===== src/rtl/cpd_pkg.sv =====
// Shared types, codes and helper functions for the command packet deframer.
`default_nettype none

package cpd_pkg;

	localparam int unsigned ByteW  = 8;
	localparam int unsigned CountW = 16;
	localparam int unsigned OnesW  = 12;
	localparam int unsigned FlagsW = 4;
	localparam int unsigned DataW  = 40;

	typedef enum logic [2:0] {
		CMD_DRIVE    = 3'd0,
		CMD_SLEEP    = 3'd1,
		CMD_RESPONSE = 3'd2,
		CMD_STATUS   = 3'd3,
		CMD_UNKNOWN  = 3'd4
	} cmd_t;

	typedef enum logic [0:0] {
		KIND_BODY    = 1'b0,
		KIND_SUMMARY = 1'b1
	} kind_t;

	typedef struct packed {
		kind_t              kind;
		logic [ByteW-1:0]   body_byte;
		logic [CountW-1:0]  packet_count;
		cmd_t               command;
		logic [ByteW-1:0]   body_length;
		logic               check_ok;
	} res_t;

	function automatic logic [3:0] popcount8(input logic [ByteW-1:0] b);
		logic [3:0] n;
		n = '0;
		for (int i = 0; i < ByteW; i++) begin
			n = n + {3'd0, b[i]};
		end
		return n;
	endfunction

	// priority: drive, sleep, response, status
	function automatic cmd_t decode_command(input logic [FlagsW-1:0] f);
		cmd_t c;
		priority if (f[0]) begin
			c = CMD_DRIVE;
		end else if (f[2]) begin
			c = CMD_SLEEP;
		end else if (f[3]) begin
			c = CMD_RESPONSE;
		end else if (f[1]) begin
			c = CMD_STATUS;
		end else begin
			c = CMD_UNKNOWN;
		end
		return c;
	endfunction

endpackage

`default_nettype wire


===== src/rtl/cpd_parse.sv =====
// Input register and packet framing state machine with ones-count check.
`default_nettype none

module cpd_parse (
	input  wire logic                    clk,
	input  wire logic                    arst_n,
	input  wire logic                    in_valid,
	output logic                         in_ready,
	input  wire logic [cpd_pkg::ByteW-1:0] in_byte,
	input  wire logic                    res_ready,
	output logic                         res_valid,
	output cpd_pkg::res_t                res
);

	typedef enum logic [2:0] {
		PH_CNT_LO = 3'd0,
		PH_CNT_HI = 3'd1,
		PH_FLAGS  = 3'd2,
		PH_LEN    = 3'd3,
		PH_BODY   = 3'd4,
		PH_CHECK  = 3'd5
	} phase_t;

	logic                          v_s1;
	logic [cpd_pkg::ByteW-1:0]     b_s1;
	logic                          fire;

	phase_t                        phase_q, phase_d;
	logic [cpd_pkg::CountW-1:0]    count_q, count_d;
	logic [cpd_pkg::FlagsW-1:0]    flags_q, flags_d;
	logic [cpd_pkg::ByteW-1:0]     length_q, length_d;
	logic [cpd_pkg::ByteW-1:0]     left_q, left_d;
	logic [cpd_pkg::OnesW-1:0]     ones_q, ones_d, ones_sum;
	logic [cpd_pkg::ByteW-1:0]     left_dec;

	// a request leaves s1 whenever the result side has room
	assign fire     = v_s1 && res_ready;
	assign in_ready = !v_s1 || res_ready;

	always_ff @(posedge clk or negedge arst_n) begin
		if (!arst_n) begin
			v_s1 <= 1'b0;
		end else if (in_ready) begin
			v_s1 <= in_valid;
		end
	end

	always_ff @(posedge clk) begin
		if (in_ready && in_valid) begin
			b_s1 <= in_byte;
		end
	end

	assign ones_sum = ones_q + {{(cpd_pkg::OnesW-4){1'b0}}, cpd_pkg::popcount8(b_s1)};
	assign left_dec = left_q - 8'd1;

	always_comb begin
		phase_d   = phase_q;
		count_d   = count_q;
		flags_d   = flags_q;
		length_d  = length_q;
		left_d    = left_q;
		ones_d    = ones_sum;
		res_valid = 1'b0;
		res       = '0;
		unique case (phase_q)
			PH_CHECK: begin
				res_valid        = fire;
				res.kind         = cpd_pkg::KIND_SUMMARY;
				res.packet_count = count_q;
				res.command      = cpd_pkg::decode_command(flags_q);
				res.body_length  = length_q;
				res.check_ok     = (ones_q == {{(cpd_pkg::OnesW-cpd_pkg::ByteW){1'b0}}, b_s1});
				phase_d          = PH_CNT_LO;
				ones_d           = '0;
				left_d           = '0;
			end
			PH_CNT_HI: begin
				count_d = {b_s1, count_q[cpd_pkg::ByteW-1:0]};
				phase_d = PH_FLAGS;
			end
			PH_FLAGS: begin
				flags_d = b_s1[cpd_pkg::FlagsW-1:0];
				phase_d = PH_LEN;
			end
			PH_LEN: begin
				length_d = b_s1;
				left_d   = b_s1;
				phase_d  = (b_s1 == '0) ? PH_CHECK : PH_BODY;
			end
			PH_BODY: begin
				res_valid     = fire;
				res.kind      = cpd_pkg::KIND_BODY;
				res.body_byte = b_s1;
				left_d        = left_dec;
				if (left_dec == '0) begin
					phase_d = PH_CHECK;
				end
			end
			default: begin
				// count low byte, also taken for undefined phase codes
				count_d = {{(cpd_pkg::CountW-cpd_pkg::ByteW){1'b0}}, b_s1};
				phase_d = PH_CNT_HI;
			end
		endcase
	end

	always_ff @(posedge clk or negedge arst_n) begin
		if (!arst_n) begin
			phase_q  <= PH_CNT_LO;
			count_q  <= '0;
			flags_q  <= '0;
			length_q <= '0;
			left_q   <= '0;
			ones_q   <= '0;
		end else if (fire) begin
			phase_q  <= phase_d;
			count_q  <= count_d;
			flags_q  <= flags_d;
			length_q <= length_d;
			left_q   <= left_d;
			ones_q   <= ones_d;
		end
	end

	a_body_in_body: assert property (@(posedge clk) disable iff (!arst_n)
		(res_valid && res.kind == cpd_pkg::KIND_BODY) |-> (phase_q == PH_BODY))
		else $error("body result outside body phase");

	a_summary_clears: assert property (@(posedge clk) disable iff (!arst_n)
		(fire && phase_q == PH_CHECK) |=> (ones_q == '0 && phase_q == PH_CNT_LO))
		else $error("summary did not restart the packet");

	a_empty_body: assert property (@(posedge clk) disable iff (!arst_n)
		(fire && phase_q == PH_LEN && b_s1 == '0) |=> (phase_q == PH_CHECK))
		else $error("empty body did not go to check byte");

endmodule

`default_nettype wire


===== src/rtl/cpd_obuf.sv =====
// Two-entry result buffer that decouples the output handshake from the parser.
`default_nettype none

module cpd_obuf (
	input  wire logic          clk,
	input  wire logic          arst_n,
	input  wire logic          in_valid,
	output logic               in_ready,
	input  wire cpd_pkg::res_t in_res,
	output logic               out_valid,
	input  wire logic          out_ready,
	output cpd_pkg::res_t      out_res
);

	cpd_pkg::res_t ent_q [2];
	logic          wr_q, rd_q;
	logic [1:0]    cnt_q;
	logic          push, pop;

	assign in_ready  = (cnt_q != 2'd2);
	assign out_valid = (cnt_q != 2'd0);
	assign out_res   = ent_q[rd_q];
	assign push      = in_valid && in_ready;
	assign pop       = out_valid && out_ready;

	always_ff @(posedge clk) begin
		if (push) begin
			ent_q[wr_q] <= in_res;
		end
	end

	always_ff @(posedge clk or negedge arst_n) begin
		if (!arst_n) begin
			wr_q  <= 1'b0;
			rd_q  <= 1'b0;
			cnt_q <= '0;
		end else begin
			if (push) begin
				wr_q <= !wr_q;
			end
			if (pop) begin
				rd_q <= !rd_q;
			end
			unique case ({push, pop})
				2'b10:   cnt_q <= cnt_q + 2'd1;
				2'b01:   cnt_q <= cnt_q - 2'd1;
				default: cnt_q <= cnt_q;
			endcase
		end
	end

	a_cnt_range: assert property (@(posedge clk) disable iff (!arst_n)
		cnt_q != 2'd3)
		else $error("result buffer count out of range");

	a_no_overrun: assert property (@(posedge clk) disable iff (!arst_n)
		in_valid |-> in_ready)
		else $error("result offered to a full buffer");

	a_ptr_track: assert property (@(posedge clk) disable iff (!arst_n)
		(cnt_q == 2'd0 || cnt_q == 2'd2) |-> (wr_q == rd_q))
		else $error("buffer pointers disagree with count");

endmodule

`default_nettype wire


===== src/rtl/command_packet_deframer_checker_unit.sv =====
// Top level of the command packet deframer and ones-count checker.
// Takes one packet byte per request on s_axis and can accept a byte every cycle
// while the output buffer has room: a byte is held in the input register and is
// parsed as it leaves it, its result lands in a two-entry output buffer, and
// s_axis_tready depends only on registers. Header bytes give no result, each body
// byte gives a kind-0 result, the check byte gives a kind-1 summary with count,
// command, length and check_ok (check byte equals the ones count of all prior
// packet bytes; a count above 255 never matches).
`default_nettype none

module command_packet_deframer_checker_unit (
	input  wire logic                        clk,
	input  wire logic                        arst_n,
	input  wire logic                        s_axis_tvalid,
	output logic                             s_axis_tready,
	input  wire logic [7:0]                  s_axis_tdata,  // [7:0] rx_byte
	output logic                             m_axis_tvalid,
	input  wire logic                        m_axis_tready,
	// [7:0] body_byte, [23:8] packet_count, [26:24] command,
	// [34:27] body_length, [35] check_ok, [39:36] zero
	output logic [cpd_pkg::DataW-1:0]        m_axis_tdata,
	output logic                             m_axis_tuser   // [0] kind
);

	logic          res_valid, res_ready;
	cpd_pkg::res_t res, out_res;

	cpd_parse u_parse (
		.clk       (clk),
		.arst_n    (arst_n),
		.in_valid  (s_axis_tvalid),
		.in_ready  (s_axis_tready),
		.in_byte   (s_axis_tdata),
		.res_ready (res_ready),
		.res_valid (res_valid),
		.res       (res)
	);

	cpd_obuf u_obuf (
		.clk       (clk),
		.arst_n    (arst_n),
		.in_valid  (res_valid),
		.in_ready  (res_ready),
		.in_res    (res),
		.out_valid (m_axis_tvalid),
		.out_ready (m_axis_tready),
		.out_res   (out_res)
	);

	assign m_axis_tuser = out_res.kind;
	assign m_axis_tdata = {4'd0, out_res.check_ok, out_res.body_length, out_res.command,
		out_res.packet_count, out_res.body_byte};

endmodule

`default_nettype wire

===== config.mk =====
export PLATFORM = sky130hd
export DESIGN_NAME = command_packet_deframer_checker_unit
export DESIGN_NICKNAME = d
export VERILOG_FILES = /design/src/rtl/cpd_pkg.sv /design/src/rtl/cpd_parse.sv /design/src/rtl/cpd_obuf.sv /design/src/rtl/command_packet_deframer_checker_unit.sv
export SDC_FILE = /design/constraint.sdc
export NUM_CORES = 1
export LEC_CHECK = 0
export BUFFER_PORTS_ARGS = -buffer_cell sky130_fd_sc_hd__buf_2
export CAP_MARGIN = 25
export CORE_MARGIN = 10
export CORE_UTILIZATION = 55
export DETAILED_ROUTE_END_ITERATION = 10
export GPL_ROUTABILITY_DRIVEN = 1
export GPL_TIMING_DRIVEN = 0
export PLACE_DENSITY = 0.74
export SETUP_SLACK_MARGIN = 0.2
export SYNTH_ARGS = -nofsm -noshare
export SYNTH_HDL_FRONTEND = slang
export SYNTH_SLANG_ARGS = --single-unit

===== constraint.sdc =====
create_clock -name clk -period 5.75 [get_ports clk]
set_input_delay 0 -clock clk [delete_from_list [all_inputs] [get_ports clk]]
set_output_delay 0 -clock clk [all_outputs]
set_load 0.05 [all_outputs]

Word level (Yosys, flattened, before mapping):

Memories as Yosys holds them, arrays and structs flattened.
Cells that the tools add are included.
Widths: inputs -> output; s select.

* $add $sub $neg: 11
* equal/unequal tests: 10
* multiplexer cells: 17
* bitwise logic cells: 2
* reduce and logical (&&, ||, !) cells: 21

Operators with widths (number)
* $pmux 16 s2: 1
* $mux 28: 1
* $add 4x1->4: 6
* $pmux 8 s3: 1
* $logic_not 8->1: 2
* $mux 3: 5
* $pmux 3 s5: 1
* $add 12x4->12: 1
* $eq 12x8->1: 1
* $mux 12: 1
* $reduce_and 2->1: 5
* $mux 8: 1
* $sub 8x1->8 const B: 1
* $eq 3x2->1 const B: 2
* $eq 3x3->1 const B: 2
* $mux 1: 5
* $logic_and 1x1->1: 4
* $pmux 2 s2: 1
* $reduce_bool 2->1: 2
* $reduce_or 4->1: 1
* $eq 3x1->1 const B: 1
* $logic_not 1->1: 3
* $reduce_and 3->1: 1
* $reduce_bool 3->1: 1
* other kinds (10): 11

* flip-flop bits (word level): 64
* memory bits (writable): 74
* input port bits: 12
* logic and storage cells: 74
* memories: 1

Memories
* u_obuf.ent_q: depth 2, width 37, rd ports 1, clocked after Yosys merged registers in 0, write ports 1, line cpd_obuf.sv:15 `cpd_pkg::res_t ent_q [2];`

Logic depth before layout (Yosys ltp):

Gate-level depths: netlist of the first run.

* depth after elaboration: 9
* mapped depth: 14
* depth with buffers taken out: 14

Modules after synthesis:

A second synthesis of the first run with hierarchy kept.

* cells, all modules: 478
* area, all modules: 6387.4 µm²

By module, submodules not included
* cpd_parse: times used 1, cells an instance 341, area an instance 3405.8 µm², seq. area each 1541.5 µm²
* cpd_obuf: times used 1, cells an instance 132, area an instance 2947.8 µm², seq. area each 2322.2 µm²
* command_packet_deframer_checker_unit: times used 1, cells an instance 5, area an instance 33.8 µm², seq. area each 0.0 µm²

Worst setup path before layout of the first run:

No wires, ideal clock.

* kind: register to register
* from: register u_parse.b_s1[1] (netlist name)
* to: register u_parse.ones_q[7] (netlist name)
* setup time: 78 ps
* arrival: 3892 ps
* slack: 1780 ps
* cell stages (with the launch flop): 14
* clock period less this slack: 3970 ps
* cells stage by stage: edfxtp_1 -> inv_1 -> ha_1 -> inv_1 -> fa_1 -> fa_1 -> fa_1 -> fa_1 -> xnor2_1 -> ha_1 -> o21ai_1 -> o21a_1 -> or4_1 -> a21boi_1

* cells in the longest elaborated chain, start to end: 9

Ends and longest elaborated chain
* from (decl): line cpd_parse.sv:25 `logic [cpd_pkg::ByteW-1:0] b_s1;`
* from (signal assigned): line cpd_parse.sv:50 `b_s1 <= in_byte;`
* $add 1x1->2: line cpd_pkg.sv:38 `n = n + {3'd0, b[i]};`
* $add 4x1->4 (6 in a row): line cpd_pkg.sv:38
* $add 12x4->12: line cpd_parse.sv:54 `assign ones_sum = ones_q + {{(cpd_pkg::OnesW-4){1'b0}}, cpd_pkg::popcount8(b_s1)};`
* $mux 12: line cpd_parse.sv:66 `unique case (phase_q)`
* to (signal assigned): line cpd_parse.sv:122 `ones_q <= ones_d;`
* to (decl): line cpd_parse.sv:33 `logic [cpd_pkg::OnesW-1:0] ones_q, ones_d, ones_sum;`

No other way between the ends.
A chain may end at the register's enable or synchronous reset.

Final worst setup path of the first run:

* from: register u_parse.b_s1[0] (netlist name)
* to: register u_parse.ones_q[4] (netlist name)

Same word-level chain as after synthesis.

==> impl_summary.log, run 1 <==
[metrics] number of placement rows: 39
[metrics] per-cell routed wire length: 18.5 um
[metrics] Mapped Area: 6430 um^2
[metrics] number of register bits inferred by synthesis: 138
[metrics] sequential-to-total area share from yosys stat: 60.1%
[metrics] Area growth, synth to finish: 19.1%
[metrics] Pre-antenna DRT Iters: 5
[metrics] Resize count post-CTS: 0
[metrics] root buffer selected by CTS: clkbuf_16
[metrics] remaining global-route overflow: 0
[metrics] capturing element type of the critical path: flop
[metrics] Post-synth EDFFs: 82
[metrics] gp weighted congestion: 0.847
[metrics] cell accounting for the most synthesized area: edfxtp_1
[metrics] ANT nets after route: 0
[metrics] DP Worst Slack: 1250 ps
[metrics] clock tree from TritonCTS: done
[metrics] pin count of the biggest net entering global routing: 34
[metrics] Worst Hold Margin: 103 ps
[metrics] predominant post-synthesis flop cell: edfxtp_1
[metrics] multi-input gate area in the final layout: 2340 um^2
[metrics] highest ir drop seen on vdd: 322 uV
[metrics] buffer depth of the longest clock path: 2
[metrics] IO Count: 55
[metrics] worst flop-to-flop path endpoint: u_parse.ones_q[4]
[metrics] post-CTS clock slew at the launch and capture registers of the worst setup and hold paths: 70 ps
[metrics] least setup slack across all paths after layout: 1080 ps
[metrics] count of cell types in the netlist: 64
[metrics] post-detailed-routing wire length: 13,600 um
[metrics] filler cell count in the final layout: 823
[metrics] leakage component of the power: 3.14 nW
[metrics] share of post-route cells with drive strength above 1: 29.3%
[metrics] Initial Util: 56.3%
[metrics] clk_lat worst skew: 420 ps
[metrics] vias after detailed routing: 4,145
[metrics] Clock Skew: 12.2 ps
[metrics] Mean Syn Cell Area: 13.1 um^2
[metrics] IO Port Bufs: 50
[metrics] Critical R2R Launch: u_parse.b_s1[0]
[metrics] period utilization: 81.2%
[metrics] CTS buffer count: 17
[metrics] wire length of the first global-routing pass: 21,800 um
[metrics] setup TNS after final layout: 0 ps
[metrics] non-filler cells, final: 733
[metrics] Max Cap Viol: 0
[metrics] highest clock rate: 214 MHz
[metrics] Total GRT Usage: 17.0%
[metrics] result of the run: finished clean
[metrics] number of global-route vias before repair: 4,275
[metrics] final instance area: 7660 um^2
[metrics] Mapped Cells: 491
[metrics] yosys synthesis warning count: 0
[metrics] Placed Instance Area: 6940 um^2
[metrics] horizontal die dimension: 128 um
[metrics] Crit Path Max Fanout: 7
[metrics] share of async-settable or async-resettable flops after synthesis: 40.6%
[metrics] arrival time at the worst endpoint: 4980 ps
[metrics] max-slew headroom at the worst pin: 55.6%
[metrics] Avg Vias per Cell: 5.65
[metrics] required time worst endpoint: 6060 ps
[metrics] end of the critical path: u_parse.ones_q[4]
[metrics] setup slack on the worst flop-to-flop path: 1080 ps
[metrics] number of antenna cells inserted: 0
[metrics] H-tree lvl count: 4
[metrics] area of the die: 16,400 um^2
[metrics] setup violators final: 0
[metrics] area of the core: 11,400 um^2
[metrics] HPWL reported at the end of detailed placement: 9060 um
[metrics] type of the setup path with the least slack: flop to flop
[metrics] setup repair bufs after CTS: 0
[metrics] hold bufs inserted after CTS: 11
[metrics] number of nets in the final layout: 605
[metrics] height of the die: 128 um
[metrics] critical path launch point type: flop
[metrics] fin. max-slew vios: 0
[metrics] share of Yosys cell area claimed by the top area cell type: 38.3%
[metrics] Sinks on Clock Net: 138
[metrics] Power per Cell Area: 544 nW/um^2
[metrics] number of antenna violations at the first check in global routing: 0
[metrics] transition time at the pin with the least slew margin: 665 ps
[metrics] crit path time final: 4670 ps
[metrics] area used by sequential logic in the layout: 3860 um^2
[metrics] number of hold violations in the final report: 0
[metrics] Cell Count Post-Placement: 690
[metrics] Synth area leaders: edfxtp_1 (38%), dfrtp_1 (22%), mux2_2 (8.4%)
[metrics] Worst setup startpoint: u_parse.b_s1[0]
[metrics] DRC: 0
[metrics] Worst R2R Path Depth: 13
[metrics] DRT iter0 DRCs: 309
[metrics] path class of the lowest-slack min-delay path: primary input to asynchronous set/reset pin
[metrics] unrepaired setup endpoints after global routing: no
==> sequential cells by signal, indices dropped and copies added, names as in the netlist <==
name,cells
u_obuf.ent_q,74
u_parse.v_s1,1
u_obuf.wr_q,1
u_parse.phase_q,3
u_parse.length_q,8
u_parse.left_q,8
u_parse.b_s1,8
u_parse.count_q,16
u_obuf.rd_q,1
u_obuf.cnt_q,2
u_parse.flags_q,4
u_parse.ones_q,12
==> cell usage in the layout (no fill, tap or decap), types with 6 or more instances in the layout <==
| cell type | Yosys | final |
|---|---|---|
| mux2_4 | 8 | 8 |
| dfrtp_1 | 56 | 56 |
| buf_2 | 7 | 57 |
| nand2_1 | 33 | 33 |
| xnor2_1 | 11 | 11 |
| clkbuf_1 | 8 | 8 |
| a211oi_1 | 6 | 6 |
| o21ai_0 | 26 | 26 |
| nand3_1 | 7 | 7 |
| nor2_1 | 24 | 23 |
| and2_1 | 27 | 27 |
| inv_1 | 23 | 23 |
| mux2_2 | 48 | 48 |
| edfxtp_1 | 82 | 82 |
| buf_4 | 8 | 8 |
| dlygate4sd3_1 | 0 | 11 |
| a21oi_1 | 7 | 7 |
| ha_1 | 11 | 11 |
| clkbuf_16 | 0 | 17 |
| nand2b_1 | 11 | 11 |
==> through the flow <==
step	utilization (%)	total power, W
final	67.1	0.00417
after CTS	67.1	0.00419
after floorplan	-	0.00267
after global routing	67.1	0.00439
after global placement	60.2	0.00297
after detailed placement	60.8	0.00306
==> per-layer routing <==
metal	global-route usage [%]	wire length [um]	vias up
met1	20.2	5390	2024
met3	5.21	953	33
li1	-	-	1943
met5	0	0	-
met2	27.9	6920	145
met4	7.15	295	0
==> layout make-up <==
cell class | instances | share of cell area, %
clock inverters | 15 | 2.38
inverters | 24 | 1.18
well taps | 143 | 2.34
multi-input cells | 306 | 30.5
clock buffers | 17 | 5.55
plain buffers | 26 | 2.07
repair buffers | 64 | 5.49
flip-flops and latches | 138 | 50.4
==> cells in the mapped netlist (6+ instances only) <==
cell type	count
clkbuf_1	8
dfrtp_1	56
buf_2	7
mux2_4	8
nand2_1	33
a211oi_1	6
nor2_1	24
a21oi_1	7
inv_1	23
nand3_1	7
xnor2_1	11
o21ai_0	26
ha_1	11
and2_1	27
nand2b_1	11
buf_4	8
edfxtp_1	82
mux2_2	48
==> power by group <==
part           internal, W  leakage (nW)  switching (W)  total [W]
Combinational     0.000625          1.37        0.00100    0.00163
Clock             0.000657         0.294       0.000453    0.00111
Sequential         0.00128          1.48       0.000155    0.00143
Total              0.00256          3.14        0.00161    0.00417
==> critical path, stage by stage, from the launching register on <==
cell and delay (ps):
edfxtp_1 640, inv_1 160, ha_1 310, inv_1 40, fa_1 490, fa_1 430
fa_1 420, fa_1 410, xnor2_1 210, ha_1 310, nor2b_1 160, o21ai_0 510
a2111oi_0 250, a21o_1 200
==> how the worst min path moves through the flow <==
stage	start	endpoint	slack (ps)	cells past startpoint
after global routing	arst_n	u_parse.left_q[3]	170	2
after global placement	s_axis_tdata[3]	u_parse.b_s1[3]	180	1
after detailed placement	arst_n	u_parse.left_q[3]	40	1
after CTS	arst_n	u_parse.left_q[3]	110	2
after floorplan	arst_n	u_obuf.cnt_q[0]	-300	0
final	arst_n	u_parse.left_q[3]	100	2
==> cell families (layout without fill, tap and decap cells) <==
logic type               count (synthesis)  in the layout  synth area share, %
AND/OR/NAND/NOR                        142            142                 12.4
flip-flops                             138            138                 60.1
AO/OA/AOI/OAI                           67             67                 6.61
multiplexers                            60             60                 10.9
buffers and inverters                   50            146                 3.87
XOR/XNOR                                17             17                 2.43
adder cells (fa/ha/maj)                 16             16                 3.70
other                                    1              4               0.0583
(Power assumes the default switching activity.)
==> run 2: changes to the inputs <==
Settings changed: ABC_AREA set to 1, CORE_UTILIZATION 55 to 54, PLACE_DENSITY 0.74 to 0.76.
Clock period 5.75 ns to 4.07 ns, I/O delays scaled along.
==> run 2 against run 1 <==
Worst hold slack better by 27 ps. Via count rose by 16%. Worst setup slack worse by 880 ps. Die area is 0.65% lower. Clock skew shrank 3.6 ps. Non-clock buffer count increased by 9. Maximum frequency grew 21%. Synthesized cell count increased by 31%. Routed wire length increased by 7.8%.
==> impl_summary.log, run 2 <==
[metrics] Clock Skew: 8.63 ps (-3.57 ps)
[metrics] number of antenna violations at the first check in global routing: 0 (unchanged)
[metrics] area of the die: 16,300 um^2 (-0.65%)
[metrics] setup violators final: 0 (unchanged)
[metrics] Max Cap Viol: 0 (unchanged)
[metrics] critical path launch point type: flop
[metrics] Area growth, synth to finish: 23.6%
[metrics] Util after Layout: 68.1% (+1.0 points)
[metrics] Post-synth EDFFs: 82 (unchanged)
[metrics] pin count of the biggest net entering global routing: 33 (-2.9%)
[metrics] highest clock rate: 259 MHz (+21%)
[metrics] Mapped Cells: 643 (+31%)
[metrics] share of async-settable or async-resettable flops after synthesis: 40.6% (unchanged)
[metrics] HPWL reported at the end of detailed placement: 9700 um (+7.0%)
[metrics] share of post-route cells with drive strength above 1: 18.9% (-10 points)
[metrics] most common cell after layout, fill and taps aside: nand2_1
[metrics] register name with the most flops: u_obuf.ent_q
[metrics] vias after detailed routing: 4,815 (+16%)
[metrics] fin. max-slew vios: 0 (unchanged)
[metrics] count of cell types in the netlist: 31 (-52%)
[metrics] buffer depth of the longest clock path: 2 (unchanged)
[metrics] horizontal die dimension: 128 um (-0.32%)
[metrics] clk_lat worst skew: 420 ps (about the same)
[metrics] number of hold violations in the final report: 0 (unchanged)
[metrics] yosys synthesis warning count: 0 (unchanged)
[metrics] share of Yosys cell area claimed by the top area cell type: 39.3% (+1.0 points)
[metrics] H-tree lvl count: 4 (unchanged)
[metrics] sequential-to-total area share from yosys stat: 61.6% (+1.6 points)
[metrics] remaining global-route overflow: 0 (unchanged)
[metrics] Mean Syn Cell Area: 9.75 um^2 (-26%)
[metrics] required time worst endpoint: 4420 ps (-1640 ps)
[metrics] Mapped Area: 6270 um^2 (-2.6%)
[metrics] Crit Path Max Fanout: 3 (-4)
[metrics] CTS buffer count: 17 (unchanged)
[metrics] area of the core: 11,400 um^2 (-0.43%)
[metrics] Pre-antenna DRT Iters: 6 (+1)
[metrics] Sinks on Clock Net: 138 (unchanged)
[metrics] ANT nets after route: 0 (unchanged)
[metrics] Cell Count Post-Placement: 842 (+22%)
[metrics] IO Count: 55 (unchanged)
[metrics] final instance area: 7750 um^2 (+1.1%)
[metrics] number of antenna cells inserted: 0 (unchanged)
[metrics] clock tree from TritonCTS: done
[metrics] largest registers: u_obuf.ent_q (74), u_parse.count_q (16), u_parse.ones_q (12)
[metrics] highest ir drop seen on vdd: 553 uV (+72%)
[metrics] capturing element type of the critical path: flop
[metrics] flip-flop count of the largest register, all copies and words added: 74 (unchanged)
[metrics] Initial Util: 55.1% (-1.2 points)
[metrics] Worst Hold Margin: 130 ps (+27.3 ps)
[metrics] per-cell routed wire length: 16.3 um (-12%)
[metrics] Synth area leaders: edfxtp_1 (39%), dfrtp_1 (22%), nand2_1 (12%)
[metrics] result of the run: finished clean
[metrics] arrival time at the worst endpoint: 4220 ps (-760 ps)
[metrics] setup TNS after final layout: 0 ps (unchanged)
[metrics] transition time at the pin with the least slew margin: 657 ps (-8.66 ps)
[metrics] number of register bits inferred by synthesis: 138 (unchanged)
[metrics] DRT iter0 DRCs: 496 (+61%)
[metrics] Power per Cell Area: 852 nW/um^2 (+57%)
[metrics] path class of the lowest-slack min-delay path: primary input to asynchronous set/reset pin
[metrics] number of global-route vias before repair: 4,842 (+13%)
[metrics] ranking of synthesized cells by instance count: nand2_1 (193), edfxtp_1 (82), inv_1 (74)
[metrics] non-filler cells, final: 898 (+23%)
[metrics] Total GRT Usage: 18.2% (+1.3 points)
[metrics] most frequent cells in the layout: nand2_1 (191), edfxtp_1 (82), inv_1 (71)
[metrics] DRC: 0 (unchanged)
[metrics] wire length of the first global-routing pass: 24,000 um (+10%)
[metrics] cell with the most instances after synthesis: nand2_1
[metrics] type of the setup path with the least slack: flop to flop
[metrics] cell accounting for the most synthesized area: edfxtp_1
[metrics] IO Port Bufs: 50 (unchanged)
[metrics] predominant post-synthesis flop cell: edfxtp_1
[metrics] Avg Vias per Cell: 5.36 (-5.2%)
[metrics] Critical R2R Launch: u_parse.b_s1[0]
[metrics] post-detailed-routing wire length: 14,600 um (+7.8%)
[metrics] root buffer selected by CTS: clkbuf_16
[metrics] gp weighted congestion: 0.898 (+6.0%)
[metrics] crit path time final: 3860 ps (-805 ps)
[metrics] max-slew headroom at the worst pin: 56.2% (+0.58 points)
[metrics] period utilization: 94.9% (+14 points)
[metrics] Worst setup startpoint: u_parse.b_s1[0]
[metrics] number of placement rows: 39 (unchanged)
[metrics] height of the die: 128 um (-0.32%)
[metrics] unrepaired setup endpoints after global routing: yes
[metrics] Placed Instance Area: 6780 um^2 (-2.3%)
[metrics] post-CTS clock slew at the launch and capture registers of the worst setup and hold paths: 60 ps (about the same)
[metrics] number of nets in the final layout: 770 (+27%)
[metrics] leakage component of the power: 3.48 nW (+11%)
## run 2: layer usage
layer,part of all wire (%),up-vias,track usage (%)
met3,7.2,36,5.25
met1,40,2319,21.5
li1,-,2281,-
met4,2.4,0,7.09
met5,0,-,0
met2,51,179,30.8
## run 2: worst paths after layout
path / depth (start not counted) / slack [ps] / to
worst max-delay path: 17 / 210 / u_parse.ones_q[9]
worst min-delay path: 2 / 130 / u_parse.left_q[2]
worst max register to register: 17 / 210 / u_parse.ones_q[9]
worst min register to register: 2 / 490 / u_parse.count_q[4]
max in group asynchronous: 3 / 3360 / u_parse.count_q[8]
min in group clk: 2 / 290 / u_parse.b_s1[6]
## run 2: power breakdown
part | switching (W) | internal, W
Clock | 0.000570 | 0.00109
Sequential | 0.000220 | 0.00181
Combinational | 0.00203 | 0.000878
Total | 0.00282 | 0.00378
## run 2: cell families (layout without fill, tap and decap cells)
| logic type | count (synthesis) | in the layout | synth area share [%] |
|---|---|---|---|
| flops | 138 | 138 | 61.6 |
| xor+xnor | 11 | 11 | 1.54 |
| fa+ha+maj | 16 | 16 | 3.79 |
| simple gates | 309 | 309 | 20.1 |
| compound gates | 69 | 69 | 6.47 |
| other cells | 1 | 4 | 0.0598 |
| buf+inv | 99 | 208 | 6.43 |
## run 2: area by class of cell
| type | count | area [um^2] |
|---|---|---|
| Sequential cell | 138 | 3860 |
| Clock inverter | 11 | 194 |
| Clock buffer | 21 | 440 |
| Fill cell | 838 | 3620 |
| Timing Repair Buffer | 77 | 518 |
| Tap cell | 143 | 179 |
| Multi-Input combinational cell | 409 | 2140 |
| Inverter | 77 | 298 |
| Buffer | 22 | 114 |
## run 2: metrics by stage
stage | setup slack [ps] | power (W)
floorplan | 249 | 0.00400
global placement | -298 | 0.00455
detailed placement | -349 | 0.00466
CTS | 191 | 0.00647
global route | 97.5 | 0.00698
finish | 208 | 0.00660
## run 2: timing repair
item | in CTS | in global routing
buffers inserted | 8 | 5
hold endpoints to repair | 34 | 0
endpoints found under the setup margin | 10 | 8
pin swaps | 2 | 3
cloned | 0 | 0
gates resized for setup | 15 | 13
hold buffers | 11 | 0
## run 2: critical path, stage by stage (launching register included)
cell and delay (ps):
edfxtp_1 410, clkinvlp_4 140, ha_4 280, inv_2 30, fa_1 490, fa_1 430
fa_2 370, fa_2 580, inv_2 50, ha_4 260, nand3_2 60, nand2_2 100
nand2_2 80, a21oi_4 180, nand3_1 120, nand2_1 90, nand2_1 40, nor2_1 90
